--- config.mk ---
export PLATFORM = sky130hd
export DESIGN_NAME = lru_retention_with_byte_budget
export DESIGN_NICKNAME = d
export VERILOG_FILES = /design/src/lrub_pkg.sv /design/src/lrub_cell.sv /design/src/lrub_row.sv /design/src/lru_retention_with_byte_budget.sv
export SDC_FILE = /design/constraint.sdc
export NUM_CORES = 2
export LEC_CHECK = 0
export BUFFER_PORTS_ARGS = -buffer_cell sky130_fd_sc_hd__buf_2
export CORE_ASPECT_RATIO = 0.75
export CORE_UTILIZATION = 30
export DETAILED_ROUTE_END_ITERATION = 16
export GPL_TIMING_DRIVEN = 0
export PLACE_DENSITY = 0.43
export REMOVE_ABC_BUFFERS = 1
export SETUP_SLACK_MARGIN = 0.15
export SLEW_MARGIN = 15
export SYNTH_ARGS = -nofsm -noshare
export SYNTH_HDL_FRONTEND = slang
export SYNTH_SLANG_ARGS = --single-unit
--- constraint.sdc ---
create_clock -name clk -period 37.8 [get_ports clk]
set_clock_uncertainty 0.2 [all_clocks]
set_input_delay 1.89 -clock clk [delete_from_list [all_inputs] [get_ports clk]]
set_output_delay 1.89 -clock clk [all_outputs]
set_load 0.01 [all_outputs]
--- src/lrub_pkg.sv ---
// shared types and constants for the retention list with byte budget
// used by lrub_cell, lrub_row and lru_retention_with_byte_budget
package lrub_pkg;

    // must be at least 16: max_entries reaches 15 and one new entry is added on top
    localparam int SLOTS   = 16;
    localparam int SLOT_W  = $clog2(SLOTS);
    localparam int CNT_W   = $clog2(SLOTS + 1);
    localparam int KEY_W   = 32;
    localparam int SIZE_W  = 32;
    localparam int BYTES_W = 36;
    localparam int MAXE_W  = 4;
    localparam int TOT_W   = 5;
    localparam int CIDX_W  = 1;

    localparam logic OP_RETAIN = 1'b0;
    localparam logic OP_CLEAR  = 1'b1;

    localparam logic [CIDX_W-1:0] CFG_MAX_ENTRIES = 1'b0;
    localparam logic [CIDX_W-1:0] CFG_MAX_BYTES   = 1'b1;

    typedef enum logic [1:0] {
        ST_IDLE,
        ST_UPDATE,
        ST_TRIM
    } state_t;

    typedef struct packed {
        logic [KEY_W-1:0]  key;
        logic [SIZE_W-1:0] size;
    } slot_t;

    // broadcast to every cell
    typedef struct packed {
        logic              insert;
        logic [KEY_W-1:0]  key;
        logic [CNT_W-1:0]  count;
    } cell_ctl_t;

    // handed from one cell to the next along the row
    typedef struct packed {
        logic              seen;
        logic [SIZE_W-1:0] hit_size;
        logic [KEY_W-1:0]  tail_key;
        logic [SIZE_W-1:0] tail_size;
    } cell_chain_t;

endpackage

--- src/lrub_cell.sv ---
// one slot of the recency row: holds a key and its byte size
// depends on lrub_pkg
module lrub_cell (
    input  logic                      clk,
    input  logic [lrub_pkg::SLOT_W-1:0] idx,
    input  lrub_pkg::cell_ctl_t       ctl,
    input  lrub_pkg::slot_t           left,
    input  lrub_pkg::cell_chain_t     chain_in,
    output lrub_pkg::slot_t           own,
    output lrub_pkg::cell_chain_t     chain_out,
    output logic                      hit
);

    lrub_pkg::slot_t                 slot_reg;
    logic                            occupied;
    logic                            is_tail;
    logic [lrub_pkg::CNT_W-1:0]      pos;

    assign pos      = lrub_pkg::CNT_W'(idx) + lrub_pkg::CNT_W'(1);
    assign occupied = lrub_pkg::CNT_W'(idx) < ctl.count;
    assign is_tail  = (pos == ctl.count);
    assign hit      = occupied && (slot_reg.key == ctl.key);

    // cells up to and including the matching one (or all of them) shift one place back
    always_ff @(posedge clk)
    begin
        if (ctl.insert && !chain_in.seen)
        begin
            slot_reg <= left;
        end
    end

    always_comb
    begin
        chain_out.seen      = chain_in.seen | hit;
        chain_out.hit_size  = chain_in.hit_size | (hit ? slot_reg.size : '0);
        chain_out.tail_key  = chain_in.tail_key | (is_tail ? slot_reg.key : '0);
        chain_out.tail_size = chain_in.tail_size | (is_tail ? slot_reg.size : '0);
    end

    assign own = slot_reg;

endmodule

--- src/lrub_row.sv ---
// row of slot cells, most recent at cell 0, chained for lookup and tail read
// depends on lrub_pkg and lrub_cell
module lrub_row (
    input  logic                        clk,
    input  lrub_pkg::cell_ctl_t         ctl,
    input  lrub_pkg::slot_t             new_slot,
    output logic [lrub_pkg::SLOTS-1:0]  hits,
    output lrub_pkg::cell_chain_t       chain_end
);

    lrub_pkg::slot_t       own   [lrub_pkg::SLOTS];
    lrub_pkg::slot_t       left  [lrub_pkg::SLOTS];
    lrub_pkg::cell_chain_t chain [lrub_pkg::SLOTS+1];

    assign chain[0] = '0;

    for (genvar i = 0; i < lrub_pkg::SLOTS; i++)
    begin : g_cell
        if (i == 0)
        begin : g_head
            assign left[i] = new_slot;
        end
        else
        begin : g_body
            assign left[i] = own[i-1];
        end

        lrub_cell u_cell (
            .clk       (clk),
            .idx       (lrub_pkg::SLOT_W'(i)),
            .ctl       (ctl),
            .left      (left[i]),
            .chain_in  (chain[i]),
            .own       (own[i]),
            .chain_out (chain[i+1]),
            .hit       (hits[i])
        );
    end

    assign chain_end = chain[lrub_pkg::SLOTS];

endmodule

--- src/lru_retention_with_byte_budget.sv ---
// top level of the recency-ordered retention list with entry and byte limits
// depends on lrub_pkg and lrub_row (which uses lrub_cell)
//
// usage
//   cfg channel: cfg_valid/cfg_ready with cfg_index and cfg_data; index 0 sets
//   max_entries (low 4 bits), index 1 sets max_bytes (36 bits); cfg_ready is
//   always high, write only while the block is idle
//   in channel: one transaction carries operation, key_id and entry_bytes;
//   a retain drops any entry with the same key, puts the new one at the head
//   and then evicts from the tail while over either limit; a clear empties
//   the list
//   out channel: one transaction per evicted entry, or a single no-eviction
//   transaction; last marks the final one for the request
//   timing: a retain is accepted, updates the cell row in ST_UPDATE and then
//   gives one result per cycle while the receiver takes them; the next request
//   is taken only after the final result; a clear gives its result from ST_UPDATE
//   the eviction loop reads one tail cell per cycle unless stalled and sets that rate
//   reset: list empty, max_entries 15, max_bytes all ones; slot contents stay
//   undefined and are never read before written
//   receiver stall: the result waits in the output register and the loop
//   holds until it is taken; after the final result a new request is taken
//   while that result still waits
module lru_retention_with_byte_budget (
    input  logic                          clk,
    input  logic                          rst_n,
    // configuration
    input  logic                          cfg_valid,
    output logic                          cfg_ready,
    input  logic [lrub_pkg::CIDX_W-1:0]   cfg_index,
    input  logic [lrub_pkg::BYTES_W-1:0]  cfg_data,
    // requests
    input  logic                          in_valid,
    output logic                          in_ready,
    input  logic                          operation,
    input  logic [lrub_pkg::KEY_W-1:0]    key_id,
    input  logic [lrub_pkg::SIZE_W-1:0]   entry_bytes,
    // results
    output logic                          out_valid,
    input  logic                          out_ready,
    output logic                          evicted_valid,
    output logic [lrub_pkg::KEY_W-1:0]    evicted_key,
    output logic [lrub_pkg::SIZE_W-1:0]   evicted_bytes,
    output logic [lrub_pkg::TOT_W-1:0]    entry_total,
    output logic [lrub_pkg::BYTES_W-1:0]  byte_total,
    output logic                          last
);

    // control and totals
    lrub_pkg::state_t                 state_reg, state_next;
    logic [lrub_pkg::CNT_W-1:0]       count_reg, count_next;
    logic [lrub_pkg::BYTES_W-1:0]     bytes_reg, bytes_next;
    logic [lrub_pkg::MAXE_W-1:0]      max_entries_reg, max_entries_next;
    logic [lrub_pkg::BYTES_W-1:0]     max_bytes_reg, max_bytes_next;

    // request held while it is worked on
    logic                             op_reg, op_next;
    logic [lrub_pkg::KEY_W-1:0]       key_reg, key_next;
    logic [lrub_pkg::SIZE_W-1:0]      size_reg, size_next;

    // output register
    logic                             out_valid_reg, out_valid_next;
    logic                             ev_valid_reg, ev_valid_next;
    logic [lrub_pkg::KEY_W-1:0]       ev_key_reg, ev_key_next;
    logic [lrub_pkg::SIZE_W-1:0]      ev_bytes_reg, ev_bytes_next;
    logic [lrub_pkg::TOT_W-1:0]       ent_tot_reg, ent_tot_next;
    logic [lrub_pkg::BYTES_W-1:0]     byte_tot_reg, byte_tot_next;
    logic                             last_reg, last_next;

    // cell row
    lrub_pkg::cell_ctl_t              ctl;
    logic                             row_insert;
    lrub_pkg::slot_t                  new_slot;
    logic [lrub_pkg::SLOTS-1:0]       hits;
    lrub_pkg::cell_chain_t            chain_end;

    logic                             out_free;
    logic                             need;
    logic                             need_after;
    logic [lrub_pkg::CNT_W-1:0]       evict_count;
    logic [lrub_pkg::BYTES_W-1:0]     evict_bytes;
    logic [lrub_pkg::CNT_W-1:0]       limit_count;

    assign new_slot.key  = key_reg;
    assign new_slot.size = size_reg;

    // packed order: insert, key, count
    assign ctl = {row_insert, key_reg, count_reg};

    lrub_row u_row (
        .clk       (clk),
        .ctl       (ctl),
        .new_slot  (new_slot),
        .hits      (hits),
        .chain_end (chain_end)
    );

    // output slot can be loaded when empty or being drained this cycle
    assign out_free = !out_valid_reg || out_ready;

    // limit checks before and after removing the current tail
    assign limit_count = lrub_pkg::CNT_W'(max_entries_reg);
    assign need        = (count_reg != '0) &&
                         ((count_reg > limit_count) || (bytes_reg > max_bytes_reg));
    assign evict_count = count_reg - lrub_pkg::CNT_W'(1);
    assign evict_bytes = bytes_reg - lrub_pkg::BYTES_W'(chain_end.tail_size);
    assign need_after  = (evict_count != '0) &&
                         ((evict_count > limit_count) || (evict_bytes > max_bytes_reg));

    // configuration writes are always taken
    assign cfg_ready = 1'b1;

    always_comb
    begin
        max_entries_next = max_entries_reg;
        max_bytes_next   = max_bytes_reg;
        if (cfg_valid)
        begin
            case (cfg_index)
                lrub_pkg::CFG_MAX_ENTRIES: max_entries_next = cfg_data[lrub_pkg::MAXE_W-1:0];
                lrub_pkg::CFG_MAX_BYTES:   max_bytes_next   = cfg_data;
                default:                   max_bytes_next   = max_bytes_reg;
            endcase
        end
    end

    // sequencer: accept, update the row, then trim from the tail
    always_comb
    begin
        state_next     = state_reg;
        count_next     = count_reg;
        bytes_next     = bytes_reg;
        op_next        = op_reg;
        key_next       = key_reg;
        size_next      = size_reg;
        out_valid_next = out_valid_reg && !out_ready;
        ev_valid_next  = ev_valid_reg;
        ev_key_next    = ev_key_reg;
        ev_bytes_next  = ev_bytes_reg;
        ent_tot_next   = ent_tot_reg;
        byte_tot_next  = byte_tot_reg;
        last_next      = last_reg;
        in_ready       = 1'b0;
        row_insert     = 1'b0;

        case (state_reg)
            lrub_pkg::ST_IDLE:
            begin
                in_ready = 1'b1;
                if (in_valid)
                begin
                    op_next    = operation;
                    key_next   = key_id;
                    size_next  = entry_bytes;
                    state_next = lrub_pkg::ST_UPDATE;
                end
            end

            lrub_pkg::ST_UPDATE:
            begin
                if (op_reg == lrub_pkg::OP_CLEAR)
                begin
                    if (out_free)
                    begin
                        count_next     = '0;
                        bytes_next     = '0;
                        out_valid_next = 1'b1;
                        ev_valid_next  = 1'b0;
                        ev_key_next    = '0;
                        ev_bytes_next  = '0;
                        ent_tot_next   = '0;
                        byte_tot_next  = '0;
                        last_next      = 1'b1;
                        state_next     = lrub_pkg::ST_IDLE;
                    end
                end
                else
                begin
                    // drop the matching entry and put the new one at the head
                    row_insert = 1'b1;
                    if (!chain_end.seen)
                    begin
                        count_next = count_reg + lrub_pkg::CNT_W'(1);
                    end
                    bytes_next = bytes_reg
                               - lrub_pkg::BYTES_W'(chain_end.hit_size)
                               + lrub_pkg::BYTES_W'(size_reg);
                    state_next = lrub_pkg::ST_TRIM;
                end
            end

            lrub_pkg::ST_TRIM:
            begin
                if (out_free)
                begin
                    out_valid_next = 1'b1;
                    if (need)
                    begin
                        count_next    = evict_count;
                        bytes_next    = evict_bytes;
                        ev_valid_next = 1'b1;
                        ev_key_next   = chain_end.tail_key;
                        ev_bytes_next = chain_end.tail_size;
                        ent_tot_next  = lrub_pkg::TOT_W'(evict_count);
                        byte_tot_next = evict_bytes;
                        last_next     = !need_after;
                        if (!need_after)
                        begin
                            state_next = lrub_pkg::ST_IDLE;
                        end
                    end
                    else
                    begin
                        // nothing over the limits: single no-eviction result
                        ev_valid_next = 1'b0;
                        ev_key_next   = '0;
                        ev_bytes_next = '0;
                        ent_tot_next  = lrub_pkg::TOT_W'(count_reg);
                        byte_tot_next = bytes_reg;
                        last_next     = 1'b1;
                        state_next    = lrub_pkg::ST_IDLE;
                    end
                end
            end

            default:
            begin
                state_next = lrub_pkg::ST_IDLE;
            end
        endcase
    end

    always_ff @(posedge clk or negedge rst_n)
    begin
        if (!rst_n)
        begin
            state_reg       <= lrub_pkg::ST_IDLE;
            count_reg       <= '0;
            bytes_reg       <= '0;
            max_entries_reg <= '1;
            max_bytes_reg   <= '1;
            out_valid_reg   <= 1'b0;
        end
        else
        begin
            state_reg       <= state_next;
            count_reg       <= count_next;
            bytes_reg       <= bytes_next;
            max_entries_reg <= max_entries_next;
            max_bytes_reg   <= max_bytes_next;
            out_valid_reg   <= out_valid_next;
        end
    end

    // payload registers
    always_ff @(posedge clk)
    begin
        op_reg       <= op_next;
        key_reg      <= key_next;
        size_reg     <= size_next;
        ev_valid_reg <= ev_valid_next;
        ev_key_reg   <= ev_key_next;
        ev_bytes_reg <= ev_bytes_next;
        ent_tot_reg  <= ent_tot_next;
        byte_tot_reg <= byte_tot_next;
        last_reg     <= last_next;
    end

    assign out_valid     = out_valid_reg;
    assign evicted_valid = ev_valid_reg;
    assign evicted_key   = ev_key_reg;
    assign evicted_bytes = ev_bytes_reg;
    assign entry_total   = ent_tot_reg;
    assign byte_total    = byte_tot_reg;
    assign last          = last_reg;

    // between requests the list never fills the whole row
    a_room_when_idle: assert property (@(posedge clk) disable iff (!rst_n)
        (state_reg == lrub_pkg::ST_IDLE) |-> (count_reg < lrub_pkg::CNT_W'(lrub_pkg::SLOTS)))
        else $error("list full between requests");

    // keys in the row are unique, so at most one cell matches
    a_single_hit: assert property (@(posedge clk) disable iff (!rst_n)
        $onehot0(hits))
        else $error("more than one cell matches the key");

    // a result without an eviction is always the final one
    a_none_is_last: assert property (@(posedge clk) disable iff (!rst_n)
        out_valid_reg |-> (ev_valid_reg || last_reg))
        else $error("no-eviction result not marked last");

    // a result without an eviction carries zero key and size
    a_none_is_zero: assert property (@(posedge clk) disable iff (!rst_n)
        (out_valid_reg && !ev_valid_reg) |-> ((ev_key_reg == '0) && (ev_bytes_reg == '0)))
        else $error("no-eviction result carries key or size");

endmodule
==> results.md <==
- Global Route Usage Sum: 0.273
- Most used flip-flop cell after synthesis: sky130_fd_sc_hd__edfxtp_1
- Setup repair after global routing missed its margin: false
- Gate count of the mapped netlist: approximately 4.5k
- Number of DRC markers after the initial detailed-route iteration: between 7k and 8k
- Share of final-layout standard cells stronger than drive strength 1: 0.188
- Setup-failing EPs final: 0
- Max-cap violations: 0
- Combinational family with the most area after synthesis: compound AO/OA/AOI/OAI gates
- Final routed wire length divided by cell count: 37.1 um
- Busiest layer in global routing: met1
- Worst setup path class: reg2reg
- Starting Density: 0.303
- Wire length of the first global-routing pass: around 390000 um
- Dpl hpwl: around 210000 um
- Cell area after layout: 73900 um^2
- Maximum clock rate: slightly above 90 MHz
- Final-layout setup total negative slack: 0 ns
- Kind of path behind the tightest hold check: reg2reg
- Met3 global-route usage: 0.0872
- Post-Synth Adder-Cell Area: 0.0428
- Resize count post-CTS: 0
- Final critical delay including setup and external delays: approximately 11 ns
- TritonCTS clock tree: done
- Arrival @ worst endpoint: around 11 ns
- Number of nets with antenna violations after routing: 0
- Mean post-synth cell area: between 10 and 15 um^2
- Relative max-transition margin: 0.0767
- Maximum ir drop on the vdd rail: about 48 uV
- Post-DR vias/cell: 6.02
- Number of flip-flops under the largest register name: ~1.0k
- Slowest cell on crit path: sky130_fd_sc_hd__dfrtp_1
- Category of the worst setup path launch point: flip-flop
- Boundary pin count: ~220
- Number of synthesized flops with an enable pin: roughly 1.2k
- Bufs on Longest Clock Path: 3
- Maximum number of pins on one net before global-route repair: between 50 and 60
- Parity-gate share of the synthesized area counting xor and xnor cells: 0.0829
- Smallest setup slack after layout: roughly 27 ns
- Number of core rows: between 100 and 150
- Run status: complete, no violations
- Count of buffers added by post-CTS timing repair for setup: 0
- DP Worst Slack: ~27 ns
- Max-slew violation count: 0
- Post-synthesis instance area: ~61000 um^2
- Endpoint type of the worst setup path: flip-flop
- DIE AREA: roughly 210000 um^2
- Worst path required time: between 30 and 40 ns
- Distinct cell type count after synthesis: 87
- Die Y-Extent: just under 400 um
- Global Route met2 Usage: 0.378
- Num CTS Buffers: roughly 150
- Total of flip-flops plus latches after synthesis: 1280
- Post-route DRC violation count: 0
- Fin. Hold Viols: 0
- Leakage power: approximately 26 nW
- Most area-hungry cell type in the Yosys netlist: sky130_fd_sc_hd__edfxtp_1
- Final WL: ~290000 um
- Critical path's largest stage delay: approximately 1.1 ns
- Total placed instance area: between 60000 and 70000 um^2
- Floorplan core area: ~200000 um^2
- Power per cell area: approximately 95 nW/um^2
- Area Growth Syn to Fin: 20.4%
- Clock-pin slew of the registers on the worst-case setup and hold paths: 0.06 ns
- Number of global-route vias before repair: 44.3k
- Count of synthesis-stage warnings from yosys: 0
- Sequential element share of the synthesized area: 0.620
- Clock insertion delay at the later pin of the skew report: a little over 0.8 ns
- Total of buffers placed on input and output ports: between 200 and 250
- Transition time of the tightest slew-check pin: around 1.4 ns
- Global route overflow: 0
- Synth Area in Simple Gates: 0.0708
- Placer's final routability congestion estimate: 0.962
- Compound-gate portion of the synthesized area: 0.148
- Met1 track demand over resource in global routing: 0.399
- Synth top area cells: sky130_fd_sc_hd__edfxtp_1 58%, sky130_fd_sc_hd__xor2_1 5.2%, sky130_fd_sc_hd__a22oi_1 5.1%
- Post-Route Hold Slack: around 0.25 ns
- Total power: between 0.007 and 0.008 W
- Post-synthesis mux area share: 0.0106
- Proportion of netlist area held by the largest area contributor: 0.585
- Clock tree sinks: 1280
- Post-cts hold buffer count: 0
- Period Utilization, post-route: 0.289
- Clock tree root driver cell: sky130_fd_sc_hd__clkbuf_16
- Antenna violations before repair: 17
- Number of detailed-route iterations in the first pass: 9
- Die width: about 520 um
- Worst-path maximum fanout: 27
- Share of synthesized registers carrying an async set or reset: 0.0656
- H-tree levels: 4
- DR vias: around 47k
- Number of nets at the end of the flow: roughly 5.3k
through the flow:
step           utilization  cells
2_1_floorplan            -   4244
3_3_place_gp         0.319   7141
3_5_place_dp         0.341   7501
4_1_cts              0.364   7763
5_1_grt              0.364   7765
6_report             0.364   7766
worst paths after layout:
check	startpoint	to	slack [ns]	cells past startpoint
min in group asynchronous	rst_n	bytes_reg[30]	0.76	1
setup / recovery	count_reg[2]	state_reg[1]	26.86	31
max in group asynchronous	rst_n	max_bytes_reg[4]	35.90	2
hold reg to reg	size_reg[0]	u_row.g_cell[0].u_cell.own[0]	0.25	0
setup reg to reg	count_reg[2]	state_reg[1]	26.86	31
hold / removal	size_reg[0]	u_row.g_cell[0].u_cell.own[0]	0.25	0
layer usage:
layer	part of all wire	up-vias
li1	-	18900
met1	0.44	23900
met2	0.41	3399
met3	0.12	560
met4	0.036	14
met5	0.00050	-
layout by cell type, fill, tap and decap left out, types with 16 or more instances in the layout:
cell and instances:
sky130_fd_sc_hd__fa_1 32, sky130_fd_sc_hd__nand4_1 136, sky130_fd_sc_hd__and3_1 45, sky130_fd_sc_hd__clkinv_1 26, sky130_fd_sc_hd__a21oi_1 111, sky130_fd_sc_hd__a22oi_1 417
sky130_fd_sc_hd__mux2i_1 22, sky130_fd_sc_hd__mux2_2 38, sky130_fd_sc_hd__a22o_1 161, sky130_fd_sc_hd__buf_12 32, sky130_fd_sc_hd__buf_6 47, sky130_fd_sc_hd__ha_1 158
sky130_fd_sc_hd__edfxtp_1 1196, sky130_fd_sc_hd__xnor2_1 214, sky130_fd_sc_hd__nand2_1 94, sky130_fd_sc_hd__a221oi_1 162, sky130_fd_sc_hd__buf_4 146, sky130_fd_sc_hd__buf_16 51
sky130_fd_sc_hd__nor4_2 16, sky130_fd_sc_hd__o21ai_0 86, sky130_fd_sc_hd__clkbuf_16 150, sky130_fd_sc_hd__inv_1 89, sky130_fd_sc_hd__buf_2 293, sky130_fd_sc_hd__a211oi_1 18
sky130_fd_sc_hd__clkbuf_1 29, sky130_fd_sc_hd__a222oi_1 27, sky130_fd_sc_hd__dfstp_2 40, sky130_fd_sc_hd__nor3_1 30, sky130_fd_sc_hd__a31oi_1 38, sky130_fd_sc_hd__clkinv_2 20
sky130_fd_sc_hd__nand3_1 115, sky130_fd_sc_hd__nor4_1 83, sky130_fd_sc_hd__xor2_1 363, sky130_fd_sc_hd__o21bai_1 17, sky130_fd_sc_hd__nor2b_1 18, sky130_fd_sc_hd__dfrtp_1 43
sky130_fd_sc_hd__nor2_1 178, sky130_fd_sc_hd__a21o_1 64
cell families (layout without fill, tap and decap cells):
group | count (synthesis) | after routing
flip-flops | 1280 | 1280
other | 1 | 3
XOR/XNOR | 580 | 580
adder cells (fa/ha/maj) | 191 | 191
buffers and inverters | 376 | 933
AND/OR/NAND/NOR | 827 | 827
multiplexers | 60 | 60
AO/OA/AOI/OAI | 1210 | 1210
power by group:
group	leakage (nW)	internal [W]	switching (W)
Sequential	12.1	0.00207	0.000387
Clock	2.30	0.000831	0.000630
Combinational	11.6	0.00105	0.00207
Total	26.0	0.00395	0.00309
worst max-delay path: cells and delay by family, from the launching register on:
kind	cells	cell delay, ns
xor+xnor	1	0.41
compound gates	12	3.27
simple gates	9	3.70
flops	1	1.07
mux	1	0.12
buf+inv	5	1.17
fa+ha+maj	3	0.76
synth_stat cells, types with 38 or more instances:
master	instances
sky130_fd_sc_hd__edfxtp_1	1196
sky130_fd_sc_hd__a22oi_1	417
sky130_fd_sc_hd__xor2_1	365
sky130_fd_sc_hd__xnor2_1	214
sky130_fd_sc_hd__clkbuf_1	204
sky130_fd_sc_hd__nor2_1	188
sky130_fd_sc_hd__a221oi_1	162
sky130_fd_sc_hd__a22o_1	161
sky130_fd_sc_hd__ha_1	159
sky130_fd_sc_hd__nand4_1	136
sky130_fd_sc_hd__nand3_1	115
sky130_fd_sc_hd__a21oi_1	111
sky130_fd_sc_hd__nor4_1	98
sky130_fd_sc_hd__nand2_1	96
sky130_fd_sc_hd__inv_1	93
sky130_fd_sc_hd__o21ai_0	86
sky130_fd_sc_hd__a21o_1	64
sky130_fd_sc_hd__buf_2	56
sky130_fd_sc_hd__and3_1	51
sky130_fd_sc_hd__dfrtp_1	44
sky130_fd_sc_hd__dfstp_2	40
sky130_fd_sc_hd__nor3_1	39
sky130_fd_sc_hd__a31oi_1	38
sky130_fd_sc_hd__mux2_2	38
area by class of cell:
cell class / instances / area [um^2]
clock buffers: 182 / 3900
diodes: 2 / 5.00
fillers: 19600 / 129000
well taps: 2682 / 3360
flip-flops and latches: 1280 / 38100
repair buffers: 576 / 5230
multi-input cells: 2869 / 22200
inverters: 95 / 372
clock inverters: 80 / 831
No activity file was read; power rests on OpenSTA's default activity.
